`src/hw/rtl/mcg_pkg.sv`:
```
// ----------------------------------------------------------------------------
// mcg_pkg - Montgomery constant generator shared definitions
// Item record carried down the cell chain, cell modes and modular add helper.
// ----------------------------------------------------------------------------
package mcg_pkg;

   localparam logic [63:0] DEFAULT_PRIME = 64'hFFFF_FFFF_0000_0001;
   localparam int NEWTON_STEPS = 5;
   localparam int WORD_BITS    = 64;

   // mod cell kinds
   localparam logic [1:0] MODE_DOUBLE_R   = 2'd0;
   localparam logic [1:0] MODE_DOUBLE_ACC = 2'd1;
   localparam logic [1:0] MODE_ADD_R      = 2'd2;

   // one item in flight
   typedef struct packed {
      logic [63:0] q;    // modulus in use
      logic [63:0] x;    // Newton estimate of q^-1
      logic [63:0] r;    // 2^64 mod q, built by doubling
      logic [63:0] acc;  // r*r mod q accumulator
   } item_type;

   // (a + b) mod m for a, b < m
   function automatic logic [63:0] add_mod(input logic [63:0] a, input logic [63:0] b,
                                           input logic [63:0] m);
      logic [63:0] gap;
      gap = m - b;
      if (a >= gap) begin
         return a - gap;
      end
      return a + b;
   endfunction

endpackage

```
`src/hw/rtl/mcg_mod_cell.sv`:
```
// ----------------------------------------------------------------------------
// mcg_mod_cell - one modular add step of the R^2 chain
// Doubles r, doubles acc, or adds r to acc when a fixed bit of r is set.
// ----------------------------------------------------------------------------
module mcg_mod_cell #(
   parameter logic [1:0] MODE = 2'd0,
   parameter int         BIT  = 0
) (
   input  logic              clock,
   input  logic              reset,
   input  logic              en,
   input  logic              in_valid,
   input  mcg_pkg::item_type in_item,
   output logic              out_valid,
   output mcg_pkg::item_type out_item
);

   logic              valid_ff;
   mcg_pkg::item_type item_ff, item_in;

   always_comb begin
      item_in = in_item;
      case (MODE)
         mcg_pkg::MODE_DOUBLE_R:
            item_in.r = mcg_pkg::add_mod(in_item.r, in_item.r, in_item.q);
         mcg_pkg::MODE_DOUBLE_ACC:
            item_in.acc = mcg_pkg::add_mod(in_item.acc, in_item.acc, in_item.q);
         mcg_pkg::MODE_ADD_R:
            item_in.acc = mcg_pkg::add_mod(in_item.acc,
                                           in_item.r[BIT] ? in_item.r : 64'd0, in_item.q);
         default:
            item_in = in_item;
      endcase
   end

   always_ff @(posedge clock) begin
      if (reset) begin
         valid_ff <= 1'b0;
      end else if (en) begin
         valid_ff <= in_valid;
      end
   end

   always_ff @(posedge clock) begin
      if (en) begin
         item_ff <= item_in;
      end
   end

   assign out_valid = valid_ff;
   assign out_item  = item_ff;

endmodule

```
`config.mk`:
```
export PLATFORM = sky130hd
export DESIGN_NAME = mcg_mod_cell
export DESIGN_NICKNAME = d
export VERILOG_FILES = /design/src/hw/rtl/mcg_pkg.sv /design/src/hw/rtl/mcg_mod_cell.sv
export SDC_FILE = /design/constraint.sdc
export NUM_CORES = 1
export LEC_CHECK = 0
export BUFFER_PORTS_ARGS = -buffer_cell sky130_fd_sc_hd__buf_2
export CAP_MARGIN = 20
export CORE_MARGIN = 2
export CORE_UTILIZATION = 30
export CTS_CLUSTER_DIAMETER = 150
export CTS_CLUSTER_SIZE = 20
export DETAILED_ROUTE_END_ITERATION = 10
export PLACE_DENSITY = 0.54
export SKIP_CTS_REPAIR_TIMING = 1
export SLEW_MARGIN = 25
export SYNTH_ARGS = -nofsm -noshare
export SYNTH_HDL_FRONTEND = slang
export SYNTH_SLANG_ARGS = --single-unit
```
`constraint.sdc`:
```
create_clock -name clock -period 7.7 [get_ports clock]
set_clock_uncertainty 0.2 [all_clocks]
set_input_delay 0.385 -clock clock [delete_from_list [all_inputs] [get_ports clock]]
set_output_delay 0.385 -clock clock [all_outputs]
set_load 0.05 [all_outputs]
```
Word-level counts from Yosys, hierarchy flattened --
Cells that the tools add are included.
Storage, ports and cells: flip-flop bits (word level) 257, input bits 260, output and inout port bits 257, logic and storage cells 12
Operators by class: add/subtract/negate cells 3, order comparisons 1, multiplexer cells 3
Operators with widths (number):
- 2-to-1 mux 64 bit | 2
- subtractor 64 bit | 2
- adder 64 bit | 1
- >= comparator 64 bit | 1
- 2-to-1 mux 1 bit | 1

Depth between registers and ports, before layout --
Gate-level depths: netlist (run 1).
depth after elaboration 4, depth in mapped cells 27, depth with buffers taken out 25

Worst setup path after synthesis (run 1) --
No wires, ideal clock.
kind input port to flip-flop, from in in_item[74] (netlist name), to reg item_ff, in the netlist out_item[65] (data pin), setup time 0.260 ns, data arrival time 4.630 ns, required time 7.240 ns, slack 2.610 ns, stages 24, path buffers 4, path through inv_1 ha_1 clkbuf_1 nand4_1 inv_1 o211ai_1 a21oi_1 a31oi_1 o21ba_2 o21a_1 o41ai_2 a21oi_1 xor2_1 ha_1 clkbuf_1 a21o_1 a21o_1 a21oi_1 o21a_1 o211ai_1 a41oi_1 buf_2 buf_2 mux2_2
RTL lines:
- start: declaration | line mcg_mod_cell.sv:13 | input mcg_pkg::item_type in_item,
- end signal: assignment | line mcg_mod_cell.sv:46 | item_ff <= item_in;
- end: declaration | line mcg_mod_cell.sv:19 | mcg_pkg::item_type item_ff, item_in;

==> metrics.txt, run 1 <==
most frequent cells in the layout buf_2 (515), edfxtp_1 (256), dlygate4sd3_1 (199); Clk Latency, worst-skew pair 0.51 ns; CTS sink cnt 257; DRT antenna net count 0; CP top delay family compound AO/OA/AOI/OAI gates; fin nets 2681; layout cells sized above 1 0.2513; vias in the first global route 14075; Synth Area in XOR/XNOR 0.06514; leading cell type in the layout, fill and taps excluded buf_2; Die Ht 237.8 um; via count 15138; Bufs and invs on worst path 6; CP endpoint kind flop; syn avg cell area 10.13 um2; GRT Util Overall 0.2043; Slew Limit Fails 0; Setup-failing EPs final 0; status finished, final reports clean; Final Hold Fails 0; Crit Path Category in -> reg; syn nets 2009; Post-route DRC 0; initial core utilization 0.3042; Via density 5.058; PwrDens 245.6 mW/mm2; arrival time worst endpoint 6.97 ns; gpl congestion 0.8979; VDD IR max 0.1572 mV; H-tree Lvls 1; Post-synth EDFFs 256; cts bufs inserted 16; total gr overflow 0; core area 0.05392 mm2; Std-Cell Rows 85; fmax 145.2 MHz; synth unique cells 72; post-synthesis sequential area ratio 0.4699; drt initial violations 869; die area 0.05656 mm2; Rel. slew slack 0.3024; post-synthesis compound-gate area fraction 0.2037; root buf cell clkbuf_16; Cell Area, Synth 0.01640 mm2; asr flop ratio synth 0; Tot Pwr 5.437 mW; P&R area growth vs syn 34.98%; Synth Area in Adders 0.09931; Startpoint Class input pin; slowest stage cell, crit path dlygate4sd3_1; Yosys reg bits 257; WL/cell 21.21 um; io pins 517; slowest stage delay, CP 0.53 ns; Max Cap Viol 0; minimum clock period 6.887 ns; predominant post-synthesis flop cell edfxtp_1; unrepaired setup endpoints after global routing false; CP dominant cell by count a21oi_1; Initial DRT Pass Iterations 5; clk slew on worst S/H paths 0.10 ns; Ys Warns 0; Tightest Pin Transition 1.046 ns; post-synthesis instance total 1620; largest net degree at the start of global routing 179; initial antenna violation count 2; deepest clock path buffer count 3; leakage 9.559 nW; hold_ws 0.001444 ns; largest family of logic cells by synthesized area compound AO/OA/AOI/OAI gates; Final Cycle Share 0.8945; I/O Buffers 516; crit-path max FO 51; setup TNS 0 ns; first-pass GRT wire length 87990 um; HP Class in -> reg; Layout Cells excl Fill 2993; Inst Count DP 2771; die width 237.8 um; mux contribution to synthesized area 0.001983; CP required 7.78 ns; Synth Area in Simple Gates 0.1185; drt total wl 63470 um; CTS tree yes; DP HPWL 49910 um
[flip-flops by register name, summed over array words and instances, names as in the netlist]
name,cells
out_item,256
out_valid,1
[layout make-up]
type / instances / area (um2)
clock buffers: 22 / 454.2
inverters: 108 / 405.4
multi-input cells: 1188 / 8034
diodes: 1 / 2.502
repair buffers: 721 / 4667
well taps: 696 / 870.8
fillers: 5360 / 31780
flip-flops and latches: 257 / 7707
[cell families after synthesis]
group	count (synthesis)
buf+inv	175
fa+ha+maj	129
compound gates	521
simple gates	413
flops	257
xor+xnor	122
mux	3
[where the power goes]
| group | switching, mW | internal, mW |
|---|---|---|
| clock | 0.493 | 0.413 |
| sequential | 0.0634 | 1.77 |
| combinational | 1.86 | 0.836 |
| total | 2.42 | 3.02 |
[Yosys cell counts, types with 14 or more instances]
cell type / instances / area, um2
ha_1: 127 / 1589
o31ai_1: 17 / 127.6
o21a_1: 15 / 112.6
nor3_1: 29 / 145.1
nor2_1: 104 / 390.4
a21o_1: 62 / 465.5
o21ai_0: 112 / 560.5
edfxtp_1: 256 / 7687
buf_2: 16 / 80.08
xnor2_1: 73 / 639.4
o211ai_1: 15 / 112.6
a21oi_1: 183 / 915.9
a31oi_1: 14 / 87.58
o21bai_1: 27 / 202.7
clkbuf_1: 44 / 165.2
nand3_1: 18 / 90.09
o21ai_1: 14 / 70.07
nand4_1: 51 / 319.1
xor2_1: 49 / 429.2
nand2b_1: 14 / 87.58
inv_1: 108 / 405.4
nand2_1: 144 / 540.5
[worst min-delay path, stage by stage]
cell	delay (ns)
buf_2	0.12
nand2_1	0.05
o21ai_0	0.06
[final timing paths]
kind	from	to	slack [ns]	cells past startpoint
hold reg to reg	out_valid	out_valid	0.86	3
setup / recovery	in_item[192]	out_item[77]	0.81	27
setup reg to reg	out_valid	out_valid	6.35	3
hold / removal	in_item[80]	out_item[81]	0.001	3
[routing by layer]
layer  GRT usage  part of all wire  vias to the layer above  wire length, um
li1            -                 -                     7301                -
met1      0.2590              0.43                     7278            27260
met2      0.3690              0.50                      500            31940
met3     0.03170             0.051                       57             3214
met4     0.03735             0.016                        2             1039
met5           0           0.00027                        -               17
[stage by stage]
stage               cell area (um2)    util  setup WS (ns)
floorplan                     16400       -          2.610
global placement              19690  0.3652         0.8244
detailed placement            19690  0.3652         0.8490
CTS                           20150  0.3736          1.388
global route                  22140  0.4106         0.3631
finish                        22140  0.4106         0.8127
(Power assumes the default switching activity.)
==> inputs of run 2 (changes only) <==
--- a/config.mk
+++ b/config.mk
@@ -5,6 +5,7 @@
 export SDC_FILE = /design/constraint.sdc
 export NUM_CORES = 1
 export LEC_CHECK = 0
+export ABC_AREA = 1
 export BUFFER_PORTS_ARGS = -buffer_cell sky130_fd_sc_hd__buf_2
 export CAP_MARGIN = 20
 export CORE_MARGIN = 2
@@ -12,7 +13,7 @@
 export CTS_CLUSTER_DIAMETER = 150
 export CTS_CLUSTER_SIZE = 20
 export DETAILED_ROUTE_END_ITERATION = 10
-export PLACE_DENSITY = 0.54
+export PLACE_DENSITY = 0.52
 export SKIP_CTS_REPAIR_TIMING = 1
 export SLEW_MARGIN = 25
 export SYNTH_ARGS = -nofsm -noshare
==> metrics.txt, run 2 <==
most frequent cells in the layout nand2_1 (953), inv_1 (518), buf_2 (515) (was buf_2 (515), edfxtp_1 (256), dlygate4sd3_1 (199)); drt total wl 85830 um (was 63470 um); Post-route DRC 0 (unchanged); hold_ws 0.01763 ns (was 0.001444 ns); Rel. slew slack 0.3864 (was 0.3024); crit-path max FO 43 (was 51); Post-synth EDFFs 256 (unchanged); dpl cell area 0.02303 mm2 (was 0.01969 mm2); via count 20279 (was 15138); Startpoint Class input pin (unchanged); post-synthesis sequential area ratio 0.3958 (was 0.4699); total gr overflow 0 (unchanged); I/O Buffers 516 (unchanged); area share of the largest cell type after synthesis 0.3948 (was 0.4686); slowest stage cell, crit path nand3_4 (was dlygate4sd3_1); diode count 0 (was 1); largest cells by area after synthesis edfxtp_1 (39%), nand2_1 (18%), inv_1 (10%) (was edfxtp_1 (47%), ha_1 (9.7%), a21oi_1 (5.6%)); count leader, synth nand2_1 (was edfxtp_1); die area 0.06697 mm2 (was 0.05656 mm2); asr flop ratio synth 0 (unchanged); drt initial violations 1602 (was 869); Inst Count DP 4068 (was 2771); fmax 162.5 MHz (was 145.2 MHz); DP HPWL 72590 um (was 49910 um); Crit Path Category in -> reg (unchanged); leakage 12.84 nW (was 9.559 nW); initial core utilization 0.3026 (was 0.3042); deepest clock path buffer count 3 (unchanged); Max Cap Viol 0 (unchanged); CTS tree yes (unchanged); HP Class in -> reg (unchanged); CP top delay family simple AND/OR/NAND/NOR gates (was compound AO/OA/AOI/OAI gates); Synth area leader edfxtp_1 (unchanged); slowest stage delay, CP 0.57 ns (was 0.53 ns); gpl congestion 0.9708 (was 0.8979); predominant post-synthesis flop cell edfxtp_1 (unchanged); Ys Warns 0 (unchanged); DRT antenna net count 0 (unchanged); root buf cell clkbuf_16 (unchanged); initial antenna violation count 8 (was 2); Tightest Pin Transition 0.9204 ns (was 1.046 ns); arrival time worst endpoint 6.22 ns (was 6.97 ns); CP endpoint kind flop (unchanged); Setup-failing EPs final 0 (unchanged); die width 258.8 um (was 237.8 um); H-tree Lvls 1 (unchanged); Cell Area, Synth 0.01947 mm2 (was 0.01640 mm2); Initial DRT Pass Iterations 6 (was 5); CP dominant cell by count nand2_1 (was a21oi_1); Std-Cell Rows 93 (was 85); PwrDens 217.2 mW/mm2 (was 245.6 mW/mm2); Clk Latency, worst-skew pair 0.54 ns (was 0.51 ns); Layout Cells excl Fill 4287 (was 2993); CTS sink cnt 257 (unchanged); syn nets 3099 (was 2009); fin nets 3815 (was 2681); layout cells sized above 1 0.1675 (was 0.2513); fin area 0.02544 mm2 (was 0.02214 mm2); list of most frequent post-synthesis cells nand2_1 (953), inv_1 (518), edfxtp_1 (256) (was edfxtp_1 (256), a21oi_1 (183), nand2_1 (144)); unrepaired setup endpoints after global routing false (unchanged); GRT Util Overall 0.2421 (was 0.2043); status finished, final reports clean (unchanged); Final Cycle Share 0.7992 (was 0.8945); Yosys reg bits 257 (unchanged); core area 0.06435 mm2 (was 0.05392 mm2); io pins 517 (unchanged); setup TNS 0 ns (unchanged); vias in the first global route 18930 (was 14075); first-pass GRT wire length 119300 um (was 87990 um); Final Hold Fails 0 (unchanged); syn avg cell area 7.186 um2 (was 10.13 um2); minimum clock period 6.154 ns (was 6.887 ns); VDD IR max 0.1399 mV (was 0.1572 mV); Via density 4.730 (was 5.058); cts bufs inserted 17 (was 16); leading cell type in the layout, fill and taps excluded nand2_1 (was buf_2); Bufs and invs on worst path 6 (unchanged); CP required 7.76 ns (was 7.78 ns); WL/cell 20.02 um (was 21.21 um); Die Ht 258.8 um (was 237.8 um); Filler cells 6874 (was 5360); P&R area growth vs syn 30.66% (was 34.98%); synth unique cells 42 (was 72); Slew Limit Fails 0 (unchanged); number of flip-flops in the largest register 256 (unchanged); clk slew on worst S/H paths 0.10 ns (about the same); post-synthesis instance total 2710 (was 1620); largest net degree at the start of global routing 158 (was 179)
[run 2: cell families (layout without fill, tap and decap cells)]
kind of cell | after synthesis | count (layout) | synth area share
mux | 1 | 1 | 0.0005140
simple gates | 1424 | 1424 | 0.3026
compound gates | 290 | 290 | 0.07826
buf+inv | 541 | 1263 | 0.1086
xor+xnor | 68 | 68 | 0.03058
fa+ha+maj | 129 | 129 | 0.08365
flops | 257 | 257 | 0.3958
[run 2: path summary, 6_finish.rpt]
path	start	to	slack [ns]	depth (start not counted)
max	in_item[192]	out_item[79]	1.55	30
min	in_item[66]	out_item[67]	0.02	3
max reg2reg	out_valid	out_valid	6.36	3
min reg2reg	out_valid	out_valid	0.84	3
[run 2: where the power goes]
part / switching [mW] / internal, mW
logic: 2.02 / 0.766
clock network: 0.519 / 0.413
registers: 0.0540 / 1.75
total: 2.60 / 2.93
[run 2: through the flow]
stage                     power [mW]  setup slack [ns]    util
after floorplan                3.684             3.815       -
after global placement         4.532             1.724  0.3579
after detailed placement       4.522             1.648  0.3579
after CTS                      5.477             2.233  0.3652
after global routing           5.858             1.090  0.3954
final                          5.525             1.546  0.3954
[run 2: worst register-to-register path, stage by stage (launching register included)]
cell	delay, ns
dfxtp_1	0.32
mux2i_1	0.12
nor2_1	0.05
dlygate4sd3_1	0.55
[run 2: cell type report]
class	count	area [um2]	area share
Clock buffer	22	444.2	0.01746
Inverter	524	1967	0.07730
Clock inverter	3	27.53	0.001082
Sequential cell	257	7707	0.3029
Tap cell	855	1070	0.04204
Multi-Input combinational cell	1912	9652	0.3793
Timing Repair Buffer	714	4577	0.1799
[run 2: routing by layer]
layer  GRT usage  wire [um]  up-vias
met3     0.03394       4967      157
met1      0.2947      35510     9351
met4     0.09281       3927        2
met5           0         13        -
met2      0.4313      41410      732
li1            -          -    10037
==> inputs of run 3 (changes only) <==
--- a/config.mk
+++ b/config.mk
@@ -13,7 +13,7 @@
 export CTS_CLUSTER_DIAMETER = 150
 export CTS_CLUSTER_SIZE = 20
 export DETAILED_ROUTE_END_ITERATION = 10
-export PLACE_DENSITY = 0.52
+export PLACE_DENSITY = 0.54
 export SKIP_CTS_REPAIR_TIMING = 1
 export SLEW_MARGIN = 25
 export SYNTH_ARGS = -nofsm -noshare
==> constraint.sdc (replaced) <==
create_clock -name clock -period 5.6 [get_ports clock]
set_clock_uncertainty 0.2 [all_clocks]
set_input_delay 0.28 -clock clock [delete_from_list [all_inputs] [get_ports clock]]
set_output_delay 0.28 -clock clock [all_outputs]
set_load 0.05 [all_outputs]
==> metrics.txt, run 3 (synthesis gave the netlist of run 2 again) <==
total gr overflow 0 (unchanged); final worst slack 0.3645 ns (was 1.546 ns); FF-to-FF setup slack 4.26 ns (was 6.36 ns); clk slew on worst S/H paths 0.10 ns (about the same); H-tree Lvls 1 (unchanged); setup TNS 0 ns (unchanged); fmax 191.0 MHz; Crit Path Category in -> reg (unchanged); gpl congestion 0.9846 (was 0.9708); Slew Limit Fails 0 (unchanged); CP dominant cell by count nand2_1 (unchanged); drt initial violations 1694 (was 1602); Rel. slew slack 0.4694 (was 0.3864); arrival time worst endpoint 5.33 ns (was 6.22 ns); die area 0.06697 mm2 (unchanged); Max Cap Viol 0 (unchanged); Comb pwr share 0.502 (was 0.505); RR Startpoint out_valid (unchanged); status finished, violations left (was finished, final reports clean); hold path start in_item[108] (was in_item[66]); Std-Cell Rows 93 (unchanged); hold_ws -0.03027 ns (was 0.01763 ns); minimum clock period 5.235 ns; Post-route DRC 0 (unchanged); cts bufs inserted 17 (unchanged); Clk Latency, worst-skew pair 0.53 ns (was 0.54 ns); hold endpoint out_item[109] (was out_item[67]); Setup-failing EPs final 0 (unchanged); worst r2r dst out_valid (unchanged); Via density 4.686 (was 4.730); pre-CTS setup slack 0.3227 ns (was 1.648 ns); sequential power share 0.328 (was 0.326); Worst Reg-to-Reg Cells 3 (unchanged); PwrDens 294.8 mW/mm2 (was 217.2 mW/mm2); Die Ht 258.8 um (unchanged); failing checks hold timing; CTS sink cnt 257 (unchanged); WHS Path Cells 3 (unchanged); vias in the first global route 18599 (was 18930); Tightest Pin Transition 0.7886 ns (was 0.9204 ns); root buf cell clkbuf_16 (unchanged); VDD IR max 0.1879 mV (was 0.1399 mV); switching part of the total 0.4684 (was 0.4699); io pins 517 (unchanged); Final Cycle Share 0.9349; initial core utilization 0.3026 (unchanged); Startpoint Class input pin (unchanged); drt total wl 86490 um (was 85830 um); crit-path max FO 39 (was 43); most frequent cells in the layout nand2_1 (953), inv_1 (518), buf_2 (515) (unchanged); fin nets 3852 (was 3815); deepest clock path buffer count 3 (unchanged); unrepaired setup endpoints after global routing false (unchanged); slowest stage delay, CP 0.54 ns (was 0.57 ns); Int Pwr 4.050 mW (was 2.929 mW); I/O Buffers 516 (unchanged); Initial DRT Pass Iterations 7 (was 6); CP required 5.69 ns (was 7.76 ns); die width 258.8 um (unchanged); DRT antenna net count 0 (unchanged); largest net degree at the start of global routing 97 (was 158); core area 0.06435 mm2 (unchanged); initial antenna violation count 8 (unchanged); DP HPWL 72660 um (was 72590 um); Final Hold Fails 4 (was 0); CP endpoint kind flop (unchanged); Clk network pwr share 0.170 (was 0.169); leakage 13.01 nW (was 12.84 nW); number of flip-flops in the largest register 256 (unchanged); via count 20276 (was 20279); HP Class in -> reg (unchanged); P&R area growth vs syn 32.68% (was 30.66%); CTS tree yes (unchanged); NetSw 3.568 mW (was 2.597 mW); WL/cell 19.99 um (was 20.02 um); first-pass GRT wire length 118100 um (was 119300 um); slowest stage cell, crit path dlygate4sd3_1 (was nand3_4); layout cells sized above 1 0.1678 (was 0.1675); leading cell type in the layout, fill and taps excluded nand2_1 (unchanged); GRT Util Overall 0.2423 (was 0.2421)
## run 3: changes by cell type in the layout (fill, tap and decap cells not counted), sizes merged
cell,previous run,this run
diode,0,3
inv,525,526
dlygate4sd3,194,226
clkinv,1,2
buf,520,525
clkbuf,22,20
## run 3: critical path: cells and delay by family
| kind | cells | cell delay (ns) |
|---|---|---|
| AOI/OAI and AO/OA | 2 | 0.24 |
| xor gates and xnor gates | 1 | 0.37 |
| adders and majority gates | 2 | 0.87 |
| buffers and inverters | 5 | 1.16 |
| and+or+nand+nor | 19 | 2.39 |
## run 3: stage by stage
step | cells | instance area, um2 | utilization | total power, mW | hold WS, ns
2_1_floorplan | 2710 | 19470 | - | 5.066 | 0.1524
5_1_grt | 4326 | 25840 | 0.4015 | 8.088 | 0.002475
6_report | 4327 | 25840 | 0.4015 | 7.617 | -0.03027
3_3_place_gp | 4073 | 23090 | 0.3589 | 6.212 | 0.2397
3_5_place_dp | 4073 | 23090 | 0.3589 | 6.207 | 0.2419
4_1_cts | 4098 | 23570 | 0.3663 | 7.536 | -0.3535
## run 3: layout make-up
type / instances / area [um2]
fill: 6724 / 38510
multi-input combinational: 1912 / 9652
sequential: 257 / 7707
timing repair buffer: 751 / 4960
inverter: 524 / 1967
tap: 855 / 1070
clock buffer: 20 / 436.7
clock inverter: 5 / 38.79
antenna: 3 / 7.507
## run 3: how the worst max path moves through the flow
| stage | cells past startpoint | end | start | slack [ns] |
|---|---|---|---|---|
| 6_report | 29 | out_item[104] | in_item[65] | 0.36 |
| 5_1_grt | 27 | out_item[91] | in_item[65] | 0.04 |
| 4_1_cts | 30 | out_item[104] | in_item[192] | 0.91 |
| 3_5_place_dp | 30 | out_item[104] | in_item[192] | 0.32 |
| 3_3_place_gp | 30 | out_item[91] | in_item[192] | 0.25 |
| 2_1_floorplan | 29 | out_item[84] | in_item[192] | 1.82 |
## run 3: power by group through the flow
stage / Combinational (mW) / Clock [mW] / Sequential (mW)
detailed placement: 3.65 / 0 / 2.55
floorplan: 1.75 / 0 / 3.31
finish: 3.82 / 1.29 / 2.50
global route: 4.14 / 1.42 / 2.53
CTS: 3.66 / 1.36 / 2.51
global placement: 3.66 / 0 / 2.56
## run 3: layer usage
| metal | track usage | routed length (um) | vias up | share of wire |
|---|---|---|---|---|
| met5 | 0 | 39 | - | 0.00045 |
| met1 | 0.2882 | 35040 | 9226 | 0.41 |
| met3 | 0.03893 | 5140 | 158 | 0.059 |
| li1 | - | - | 10138 | - |
| met4 | 0.1162 | 4301 | 6 | 0.050 |
| met2 | 0.4250 | 41970 | 748 | 0.49 |
